===== config.mk =====
export PLATFORM = sky130hd
export DESIGN_NAME = xyz_frame_boundary_indexer_flat
export DESIGN_NICKNAME = d
export VERILOG_FILES = /design/src/sv/xyzfbi_pkg.sv /design/src/sv/xyzfbi_in_if.sv /design/src/sv/xyzfbi_out_if.sv /design/src/sv/xyzfbi_in_stage.sv /design/src/sv/xyzfbi_scanner.sv /design/src/sv/xyzfbi_out_stage.sv /design/src/sv/xyz_frame_boundary_indexer.sv /design/src/flat_wrapper.sv
export SDC_FILE = /design/constraint.sdc
export NUM_CORES = 1
export LEC_CHECK = 0
export ABC_CLOCK_PERIOD_IN_PS = 17230
export BUFFER_PORTS_ARGS = -buffer_cell sky130_fd_sc_hd__buf_2
export CAP_MARGIN = 40
export CORE_AREA = 2 2 193 195
export CTS_BUF_LIST = sky130_fd_sc_hd__clkbuf_4
export DETAILED_ROUTE_END_ITERATION = 10
export DIE_AREA = 0 0 195 197
export PLACE_DENSITY = 0.81
export REMOVE_ABC_BUFFERS = 1
export SLEW_MARGIN = 20
export SYNTH_ARGS = -nofsm -noshare
export SYNTH_HDL_FRONTEND = slang
export SYNTH_SLANG_ARGS = --single-unit

===== constraint.sdc =====
create_clock -name clk -period 17.23 [get_ports clk]
set_input_delay 1.723 -clock clk [delete_from_list [all_inputs] [get_ports clk]]
set_output_delay 1.723 -clock clk [all_outputs]
set_load 0.005 [all_outputs]

===== src/sv/xyzfbi_pkg.sv =====
// Shared constants for the extended XYZ frame boundary indexer.
// No dependencies; every file but xyzfbi_in_if and xyzfbi_in_stage imports this package.
`default_nettype none

package xyzfbi_pkg;

	// Default widths of byte offsets and of the signed atom count
	localparam int OFFSET_BITS_DEF = 32;
	localparam int COUNT_BITS_DEF  = 24;

	// Character codes the scanner reacts to
	localparam logic [7:0] CH_NEWLINE = 8'h0A;
	localparam logic [7:0] CH_TAB     = 8'h09;
	localparam logic [7:0] CH_CR      = 8'h0D;
	localparam logic [7:0] CH_SPACE   = 8'h20;
	localparam logic [7:0] CH_PLUS    = 8'h2B;
	localparam logic [7:0] CH_MINUS   = 8'h2D;
	localparam logic [7:0] CH_ZERO    = 8'h30;
	localparam logic [7:0] CH_NINE    = 8'h39;

endpackage

`default_nettype wire


===== src/sv/xyzfbi_in_if.sv =====
// Byte channel into the frame indexer: valid/ready handshake plus one text byte.
// Depends on nothing.
`default_nettype none

interface xyzfbi_in_if;
	logic       valid;
	logic       ready;
	logic [7:0] text_byte;
	logic       final_byte;

	modport source (output valid, output text_byte, output final_byte, input ready);
	modport sink   (input valid, input text_byte, input final_byte, output ready);
endinterface

`default_nettype wire


===== src/sv/xyzfbi_out_if.sv =====
// Frame record channel out of the frame indexer: valid/ready handshake plus offsets and count.
// Depends on xyzfbi_pkg for default widths.
`default_nettype none

interface xyzfbi_out_if
	import xyzfbi_pkg::*;
#(
	parameter int OFFSET_BITS = OFFSET_BITS_DEF,
	parameter int COUNT_BITS  = COUNT_BITS_DEF
);
	logic                          valid;
	logic                          ready;
	logic [OFFSET_BITS-1:0]        count_line_offset;
	logic [OFFSET_BITS-1:0]        header_offset;
	logic [OFFSET_BITS-1:0]        data_offset;
	logic [OFFSET_BITS-1:0]        frame_end_offset;
	logic signed [COUNT_BITS-1:0]  atom_count;

	modport source (
		output valid, output count_line_offset, output header_offset,
		output data_offset, output frame_end_offset, output atom_count, input ready
	);
	modport sink (
		input valid, input count_line_offset, input header_offset,
		input data_offset, input frame_end_offset, input atom_count, output ready
	);
endinterface

`default_nettype wire


===== src/sv/xyzfbi_in_stage.sv =====
// Input register of the frame indexer: captures one byte item per cycle unless the held byte is stalled.
// Depends on xyzfbi_in_if.
`default_nettype none

module xyzfbi_in_stage (
	input  wire logic     clk,
	input  wire logic     arst_n,
	xyzfbi_in_if.sink     feed,
	input  wire logic     go,
	output logic          valid_s1,
	output logic [7:0]    byte_s1,
	output logic          final_s1
);

	// Take a new item whenever the held one is empty or moves on this cycle
	assign feed.ready = !valid_s1 || go;

	always_ff @(posedge clk or negedge arst_n) begin
		if (!arst_n) begin
			valid_s1 <= 1'b0;
		end else if (feed.ready) begin
			valid_s1 <= feed.valid;
		end
	end

	always_ff @(posedge clk) begin
		if (feed.ready && feed.valid) begin
			byte_s1  <= feed.text_byte;
			final_s1 <= feed.final_byte;
		end
	end

endmodule

`default_nettype wire


===== src/sv/xyzfbi_scanner.sv =====
// Line scanner of the frame indexer: holds the parse state and decides, per byte,
// whether a frame record is complete and what its fields are. Depends on xyzfbi_pkg.
`default_nettype none

module xyzfbi_scanner
	import xyzfbi_pkg::*;
#(
	parameter int OFFSET_BITS = OFFSET_BITS_DEF,
	parameter int COUNT_BITS  = COUNT_BITS_DEF
) (
	input  wire logic                     clk,
	input  wire logic                     arst_n,
	input  wire logic                     step,
	input  wire logic [7:0]               text_byte,
	input  wire logic                     final_byte,
	output logic                          emit,
	output logic [OFFSET_BITS-1:0]        count_line_offset,
	output logic [OFFSET_BITS-1:0]        header_offset,
	output logic [OFFSET_BITS-1:0]        data_offset,
	output logic [OFFSET_BITS-1:0]        frame_end_offset,
	output logic signed [COUNT_BITS-1:0]  atom_count
);

	localparam int MAG_BITS = COUNT_BITS - 1;
	localparam int PROD_BITS = MAG_BITS + 4;

	typedef enum logic [1:0] {PH_COUNT, PH_SKIP, PH_HEADER, PH_DATA} phase_t;
	typedef enum logic [1:0] {NP_SPACE, NP_SIGN, NP_DIGITS, NP_TAIL} num_phase_t;

	phase_t                 phase_q, phase_n;
	num_phase_t             nump_q, nump_u, nump_c;
	logic                   neg_q, neg_u;
	logic [MAG_BITS-1:0]    cnt_q, cnt_u;
	logic [MAG_BITS-1:0]    lines_q, lines_n, lines_dec;
	logic [OFFSET_BITS-1:0] pos_q, nxt;
	logic [OFFSET_BITS-1:0] frame_q, frame_n;
	logic [OFFSET_BITS-1:0] header_q, header_n;
	logic [OFFSET_BITS-1:0] data_q, data_n;
	logic                   clr;
	logic                   emit_step;
	logic                   from_data;
	logic                   fin_emit;
	logic                   is_digit;
	logic [3:0]             digit;
	logic [PROD_BITS-1:0]   prod;
	logic [COUNT_BITS-1:0]  cnt_ext;

	assign nxt = (pos_q == {OFFSET_BITS{1'b1}}) ? pos_q : pos_q + 1'b1;

	assign is_digit = (text_byte >= CH_ZERO) && (text_byte <= CH_NINE);
	assign digit    = 4'(text_byte - CH_ZERO);
	// count*10 + digit overflows the magnitude exactly when it exceeds the max
	assign prod     = PROD_BITS'(cnt_q) * PROD_BITS'(10) + PROD_BITS'(digit);

	assign lines_dec = (lines_q != '0) ? lines_q - 1'b1 : lines_q;

	always_comb begin
		phase_n   = phase_q;
		nump_u    = nump_q;
		neg_u     = neg_q;
		cnt_u     = cnt_q;
		lines_n   = lines_q;
		frame_n   = frame_q;
		header_n  = header_q;
		data_n    = data_q;
		clr       = 1'b0;
		emit_step = 1'b0;
		from_data = 1'b0;
		unique case (phase_q)
			PH_COUNT: begin
				if (text_byte == CH_NEWLINE) begin
					if (nump_q == NP_DIGITS || nump_q == NP_TAIL) begin
						phase_n  = PH_HEADER;
						header_n = nxt;
					end else begin
						clr     = 1'b1;
						frame_n = nxt;
					end
				end else if (is_digit) begin
					if (nump_q != NP_TAIL) begin
						if (prod[PROD_BITS-1:MAG_BITS] != '0) begin
							cnt_u = {MAG_BITS{1'b1}};
						end else begin
							cnt_u = prod[MAG_BITS-1:0];
						end
						nump_u = NP_DIGITS;
					end
				end else if (nump_q == NP_DIGITS || nump_q == NP_TAIL) begin
					nump_u = NP_TAIL;
				end else if (nump_q == NP_SPACE && (text_byte == CH_SPACE
						|| text_byte == CH_TAB || text_byte == CH_CR)) begin
					// leading whitespace: hold
				end else if (nump_q == NP_SPACE && (text_byte == CH_PLUS
						|| text_byte == CH_MINUS)) begin
					neg_u  = (text_byte == CH_MINUS);
					nump_u = NP_SIGN;
				end else begin
					phase_n = PH_SKIP;
				end
			end
			PH_SKIP: begin
				if (text_byte == CH_NEWLINE) begin
					phase_n = PH_COUNT;
					clr     = 1'b1;
					frame_n = nxt;
				end
			end
			PH_HEADER: begin
				if (text_byte == CH_NEWLINE) begin
					data_n = nxt;
					if (neg_q || cnt_q == '0) begin
						emit_step = 1'b1;
						phase_n   = PH_COUNT;
						clr       = 1'b1;
						frame_n   = nxt;
					end else begin
						lines_n = cnt_q;
						phase_n = PH_DATA;
					end
				end
			end
			PH_DATA: begin
				if (text_byte == CH_NEWLINE) begin
					lines_n = lines_dec;
					if (lines_dec == '0) begin
						emit_step = 1'b1;
						from_data = 1'b1;
						phase_n   = PH_COUNT;
						clr       = 1'b1;
						frame_n   = nxt;
					end
				end
			end
			default: begin
				phase_n = PH_COUNT;
			end
		endcase
	end

	assign nump_c = clr ? NP_SPACE : nump_u;

	// Close a pending frame at the buffer end
	assign fin_emit = final_byte && !emit_step && (
		(phase_n == PH_COUNT && (nump_c == NP_DIGITS || nump_c == NP_TAIL))
		|| phase_n == PH_HEADER || phase_n == PH_DATA);

	assign emit = emit_step || fin_emit;

	assign cnt_ext           = {1'b0, cnt_u};
	assign count_line_offset = frame_q;
	assign header_offset     = (fin_emit && phase_n == PH_COUNT) ? nxt : header_n;
	assign data_offset       = (from_data || (fin_emit && phase_n == PH_DATA)) ? data_n : nxt;
	assign frame_end_offset  = nxt;
	assign atom_count        = $signed(neg_u ? -cnt_ext : cnt_ext);

	always_ff @(posedge clk or negedge arst_n) begin
		if (!arst_n) begin
			phase_q  <= PH_COUNT;
			nump_q   <= NP_SPACE;
			neg_q    <= 1'b0;
			cnt_q    <= '0;
			lines_q  <= '0;
			pos_q    <= '0;
			frame_q  <= '0;
			header_q <= '0;
			data_q   <= '0;
		end else if (step) begin
			if (final_byte) begin
				// Start a new buffer at offset zero
				phase_q  <= PH_COUNT;
				nump_q   <= NP_SPACE;
				neg_q    <= 1'b0;
				cnt_q    <= '0;
				lines_q  <= '0;
				pos_q    <= '0;
				frame_q  <= '0;
				header_q <= '0;
				data_q   <= '0;
			end else begin
				phase_q  <= phase_n;
				nump_q   <= nump_c;
				neg_q    <= clr ? 1'b0 : neg_u;
				cnt_q    <= clr ? '0 : cnt_u;
				lines_q  <= lines_n;
				pos_q    <= nxt;
				frame_q  <= frame_n;
				header_q <= header_n;
				data_q   <= data_n;
			end
		end
	end

endmodule

`default_nettype wire


===== src/sv/xyzfbi_out_stage.sv =====
// Result register of the frame indexer: holds one frame record until taken.
// Depends on xyzfbi_pkg and xyzfbi_out_if.
`default_nettype none

module xyzfbi_out_stage
	import xyzfbi_pkg::*;
#(
	parameter int OFFSET_BITS = OFFSET_BITS_DEF,
	parameter int COUNT_BITS  = COUNT_BITS_DEF
) (
	input  wire logic                           clk,
	input  wire logic                           arst_n,
	input  wire logic                           load,
	input  wire logic [OFFSET_BITS-1:0]         count_line_offset,
	input  wire logic [OFFSET_BITS-1:0]         header_offset,
	input  wire logic [OFFSET_BITS-1:0]         data_offset,
	input  wire logic [OFFSET_BITS-1:0]         frame_end_offset,
	input  wire logic signed [COUNT_BITS-1:0]   atom_count,
	output logic                                free,
	xyzfbi_out_if.source                        frames
);

	logic                         valid_q;
	logic [OFFSET_BITS-1:0]       count_line_q;
	logic [OFFSET_BITS-1:0]       header_q;
	logic [OFFSET_BITS-1:0]       data_q;
	logic [OFFSET_BITS-1:0]       end_q;
	logic signed [COUNT_BITS-1:0] count_q;

	assign free = !valid_q || frames.ready;

	always_ff @(posedge clk or negedge arst_n) begin
		if (!arst_n) begin
			valid_q <= 1'b0;
		end else if (load) begin
			valid_q <= 1'b1;
		end else if (frames.ready) begin
			valid_q <= 1'b0;
		end
	end

	always_ff @(posedge clk) begin
		if (load) begin
			count_line_q <= count_line_offset;
			header_q     <= header_offset;
			data_q       <= data_offset;
			end_q        <= frame_end_offset;
			count_q      <= atom_count;
		end
	end

	assign frames.valid             = valid_q;
	assign frames.count_line_offset = count_line_q;
	assign frames.header_offset     = header_q;
	assign frames.data_offset       = data_q;
	assign frames.frame_end_offset  = end_q;
	assign frames.atom_count        = count_q;

endmodule

`default_nettype wire


===== src/sv/xyz_frame_boundary_indexer.sv =====
// Frame boundary indexer for extended XYZ text. Feed the buffer one byte per item on
// feed, with final_byte set on its last byte; each complete frame comes out on frames
// as its count line, header, data and end offsets and the signed atom count. The block
// takes one byte per cycle unless stalled: a byte passes an input register, the line
// scanner and the result register, and a record is loaded into the result register when
// the scanner steps on the byte closing it. The only stall comes from a record held in
// the result register and not yet taken. After final_byte all offsets restart at zero for the next buffer.
`default_nettype none

module xyz_frame_boundary_indexer
	import xyzfbi_pkg::*;
#(
	parameter int OFFSET_BITS = OFFSET_BITS_DEF,
	parameter int COUNT_BITS  = COUNT_BITS_DEF
) (
	input  wire logic      clk,
	input  wire logic      arst_n,
	xyzfbi_in_if.sink      feed,
	xyzfbi_out_if.source   frames
);

	logic                         valid_s1;
	logic [7:0]                   byte_s1;
	logic                         final_s1;
	logic                         go;
	logic                         out_free;
	logic                         emit;
	logic [OFFSET_BITS-1:0]       count_line_offset;
	logic [OFFSET_BITS-1:0]       header_offset;
	logic [OFFSET_BITS-1:0]       data_offset;
	logic [OFFSET_BITS-1:0]       frame_end_offset;
	logic signed [COUNT_BITS-1:0] atom_count;

	// Advance the held byte when the result register can take a record
	assign go = valid_s1 && out_free;

	xyzfbi_in_stage u_in_stage (
		.clk      (clk),
		.arst_n   (arst_n),
		.feed     (feed),
		.go       (go),
		.valid_s1 (valid_s1),
		.byte_s1  (byte_s1),
		.final_s1 (final_s1)
	);

	xyzfbi_scanner #(
		.OFFSET_BITS (OFFSET_BITS),
		.COUNT_BITS  (COUNT_BITS)
	) u_scanner (
		.clk               (clk),
		.arst_n            (arst_n),
		.step              (go),
		.text_byte         (byte_s1),
		.final_byte        (final_s1),
		.emit              (emit),
		.count_line_offset (count_line_offset),
		.header_offset     (header_offset),
		.data_offset       (data_offset),
		.frame_end_offset  (frame_end_offset),
		.atom_count        (atom_count)
	);

	xyzfbi_out_stage #(
		.OFFSET_BITS (OFFSET_BITS),
		.COUNT_BITS  (COUNT_BITS)
	) u_out_stage (
		.clk               (clk),
		.arst_n            (arst_n),
		.load              (go && emit),
		.count_line_offset (count_line_offset),
		.header_offset     (header_offset),
		.data_offset       (data_offset),
		.frame_end_offset  (frame_end_offset),
		.atom_count        (atom_count),
		.free              (out_free),
		.frames            (frames)
	);

endmodule

`default_nettype wire


===== src/flat_wrapper.sv =====
// flat-port wrapper written by rule: the top's interface ports become plain ports
module xyz_frame_boundary_indexer_flat import xyzfbi_pkg::*;
#(
	parameter int OFFSET_BITS = OFFSET_BITS_DEF,
	parameter int COUNT_BITS  = COUNT_BITS_DEF
)
  (clk, arst_n, feed_valid, feed_text_byte, feed_final_byte, feed_ready, frames_valid, frames_count_line_offset, frames_header_offset, frames_data_offset, frames_frame_end_offset, frames_atom_count, frames_ready);
  xyzfbi_in_if feed_i ();
  xyzfbi_out_if #(.OFFSET_BITS(OFFSET_BITS), .COUNT_BITS(COUNT_BITS)) frames_i ();
  input  wire logic clk;
  input  wire logic arst_n;
  input wire logic [$bits(feed_i.valid)-1:0] feed_valid;
  input wire logic [$bits(feed_i.text_byte)-1:0] feed_text_byte;
  input wire logic [$bits(feed_i.final_byte)-1:0] feed_final_byte;
  output wire logic [$bits(feed_i.ready)-1:0] feed_ready;
  output wire logic [$bits(frames_i.valid)-1:0] frames_valid;
  output wire logic [$bits(frames_i.count_line_offset)-1:0] frames_count_line_offset;
  output wire logic [$bits(frames_i.header_offset)-1:0] frames_header_offset;
  output wire logic [$bits(frames_i.data_offset)-1:0] frames_data_offset;
  output wire logic [$bits(frames_i.frame_end_offset)-1:0] frames_frame_end_offset;
  output wire logic [$bits(frames_i.atom_count)-1:0] frames_atom_count;
  input wire logic [$bits(frames_i.ready)-1:0] frames_ready;
  assign feed_i.valid = feed_valid;
  assign feed_i.text_byte = feed_text_byte;
  assign feed_i.final_byte = feed_final_byte;
  assign feed_ready = feed_i.ready;
  assign frames_valid = frames_i.valid;
  assign frames_count_line_offset = frames_i.count_line_offset;
  assign frames_header_offset = frames_i.header_offset;
  assign frames_data_offset = frames_i.data_offset;
  assign frames_frame_end_offset = frames_i.frame_end_offset;
  assign frames_atom_count = frames_i.atom_count;
  assign frames_i.ready = frames_ready;
  xyz_frame_boundary_indexer #(.OFFSET_BITS(OFFSET_BITS), .COUNT_BITS(COUNT_BITS)) u_core (.clk(clk), .arst_n(arst_n), .feed(feed_i), .frames(frames_i));
endmodule

==> metrics.txt <==
run status finished, final reports clean; port bufs ~170; Mean Syn Cell Area 10.3 µm²; worst vdd ir around 0.038 mV; Top FF cell, synth dfrtp_1; Vias/cell 6.04; worst hold path type flop to flop; row cnt 70; clk root buf clkbuf_4; # fillers between 3000 and 4000; Gate Count Post-Synth between 1500 and 2000; largest net degree at the start of global routing between 70 and 80; P_leak ~0.0087 µW; H-tree Lvls 3; clock transition at the registers of the reported paths around 0.07 ns; core area around 0.036 mm²; antenna viol nets, final 0; I/O pin cnt roughly 170; crit-path max FO 18; WP data arrival approximately 7.9 ns; Worst slew margin roughly two fifths; setup TNS 0 ns; DRC 0; Worst Setup Start Kind flop; global-route wire length before repair about 80000 µm; vias in the first global route roughly 15000; post-CTS sizing 0; initial antenna violation count 2; nets 2004; Final WS setup between 9 and 10 ns; Worst setup EP type flop; DIE HEIGHT between 150 and 200 µm; clk_lat worst skew roughly 0.8 ns; GP Congestion roughly 0.9; Mapped Area between 0.015 and 0.02 mm²; final setup violation count 0; worst slack, placed about 10 ns; grt ovf 0; postcts setup bufs 0; Pwr per Cell Area between 90 and 100 mW/mm²; Final min period 7.39 ns; clk_skew ~0.07 ns; routed vias 15000; Post-CTS Hold Buffers 0; Seq/Total Area, Yosys roughly half; async set-reset flop share out of synthesis around 53%; synth warn 0; f_max 0.135 GHz; Post-DP HPWL about 34000 µm; starting density of the core 49.7%; final WL 49000 µm; number of flops mapped to enable cells by yosys ~160; DIE AREA about 0.038 mm²; max cap viols 0; layout cells sized above 1 between 20% and 30%; Slew Viols, Final 0; CTS Buf Count 87; Fin. Hold Viols 0; clock sinks between 300 and 400; Tcrit/Tclk final between 40 and 50%; CTS tree yes; WP data required between 15 and 20 ns; CTS max path bufs 3; GRT Total Usage approximately a quarter; RSZ-0062 raised after global routing false; Synth-to-Final Area Change 14.1%; chip width 195 µm; Iteration-0 DRC Markers around 1700; kind of critical path flop to flop; unique cell type count in the Yosys netlist 79; WL/cell about 20 µm; synthesis-stage register bit count between 300 and 400; DRT Pass-1 Iters 6; actual slew at the worst max-slew pin approximately 0.9 ns
[critical path: stages (launching register included)]
cell	delay [ns]
dfrtp_1	0.49
ha_1	0.33
ha_1	0.17
inv_1	0.06
fa_1	0.40
nand2b_1	0.20
a211oi_2	0.61
o2111ai_1	0.25
and4_1	0.26
a2111oi_0	0.41
nand4b_1	0.32
or4_1	0.59
nand3b_1	0.35
nand2_1	0.50
o22ai_1	0.44
ha_1	0.32
and4_1	0.23
a41o_1	0.28
nand4_1	0.24
o41ai_1	0.46
xor2_1	0.14
[cells by family after synthesis]
family                   count (synthesis)  share of synthesized area, %
adder cells (fa/ha/maj)                 50                          3.56
flip-flops                             342                          52.0
multiplexers                            65                          4.68
AO/OA/AOI/OAI                          494                          17.3
XOR/XNOR                                94                          4.61
AND/OR/NAND/NOR                        576                          14.8
buffers and inverters                  132                          3.07
[placed cells by master, fill, tap and decap left out, types with 21 or more instances in the layout]
cell type	instances
ha_1	48
a21oi_1	69
clkinv_1	23
o21ai_0	200
nand2_1	249
inv_1	38
buf_2	166
edfxtp_1	161
mux2_2	21
nor2_1	123
o31ai_1	21
clkbuf_4	130
a22oi_1	72
mux2_4	30
dfrtp_1	181
nand3_1	39
xnor2_1	55
nor3_1	35
xor2_1	38
[flip-flops by register name, indices dropped and copies added (netlist names), 24 cells and up]
signal / flops
u_core.u_scanner.pos_q: 32
u_core.u_out_stage.frames.header_offset: 32
u_core.u_out_stage.frames.count_line_offset: 32
u_core.u_out_stage.frames.frame_end_offset: 32
u_core.u_out_stage.frames.atom_count: 24
u_core.u_out_stage.frames.data_offset: 32
u_core.u_scanner.data_q: 32
u_core.u_scanner.count_line_offset: 32
u_core.u_scanner.header_q: 32
[final timing paths]
kind	start	to	slack (ns)	cells after the start
worst min register to register	u_core.u_scanner.count_line_offset[30]	u_core.u_out_stage.frames.count_line_offset[30]	0.43	0
worst min-delay path	u_core.u_scanner.count_line_offset[30]	u_core.u_out_stage.frames.count_line_offset[30]	0.43	0
max in group asynchronous	arst_n	u_core.u_scanner.data_q[21]	14.96	4
worst max register to register	u_core.u_scanner.cnt_q[3]	u_core.u_out_stage.frames.atom_count[20]	9.84	20
min in group asynchronous	arst_n	u_core.u_scanner.count_line_offset[14]	0.87	1
worst max-delay path	u_core.u_scanner.cnt_q[3]	u_core.u_out_stage.frames.atom_count[20]	9.84	20
[metal layers]
| layer | global-route usage (%) | vias up | routed length (µm) |
|---|---|---|---|
| li1 | - | 6897 | - |
| met2 | 41.2 | 741 | 23600 |
| met5 | 0 | - | 0 |
| met3 | 4.41 | 107 | 3670 |
| met1 | 34.1 | 7255 | 20400 |
| met4 | 10.8 | 0 | 1350 |
[synthesized netlist by cell type (all sizes together), types with 9 or more instances]
cell type,count,area [µm²]
xor2,38,333
nand3,39,195
edfxtp,161,4830
and3,9,56.3
and2,10,62.6
or3,11,68.8
nor2,126,473
o21ai,204,1020
nand4,19,119
clkbuf,80,300
nor4,14,93.8
nand2,250,938
ha,48,601
nand2b,14,87.6
xnor2,56,498
a31oi,16,100
mux2,64,833
buf,13,106
dfrtp,181,4530
a21oi,69,345
o22ai,11,68.8
nor3,35,175
a22o,19,166
inv,38,143
a22oi,72,541
o31ai,23,191
[final cells by class]
type | count | area, µm² | area share, %
Antenna cell | 1 | 2.50 | 0.0122
Clock buffer | 130 | 976 | 4.75
Clock inverter | 32 | 201 | 0.980
Inverter | 39 | 146 | 0.712
Multi-Input combinational cell | 1279 | 8150 | 39.6
Sequential cell | 342 | 9360 | 45.5
Tap cell | 468 | 586 | 2.85
Timing Repair Buffer | 192 | 1130 | 5.52
[power by group]
part	total [µW]	switching [µW]	internal (µW)
registers	901	21.5	879
clock network	722	343	380
logic	240	162	77.6
total	1860	526	1340
[metrics by stage]
stage               hold slack [ns]  std cells  area, µm²  power, µW  util (%)
finish                        0.428       2483      20600       1860      56.7
floorplan                     0.425       1660      17600       1070         -
detailed placement            0.432       2317      19300       1150      53.2
global route                  0.448       2483      20600       1950      56.7
CTS                           0.426       2479      20500       1870      56.5
global placement              0.431       2313      19200       1140      53.0
(Power assumes the default switching activity.)
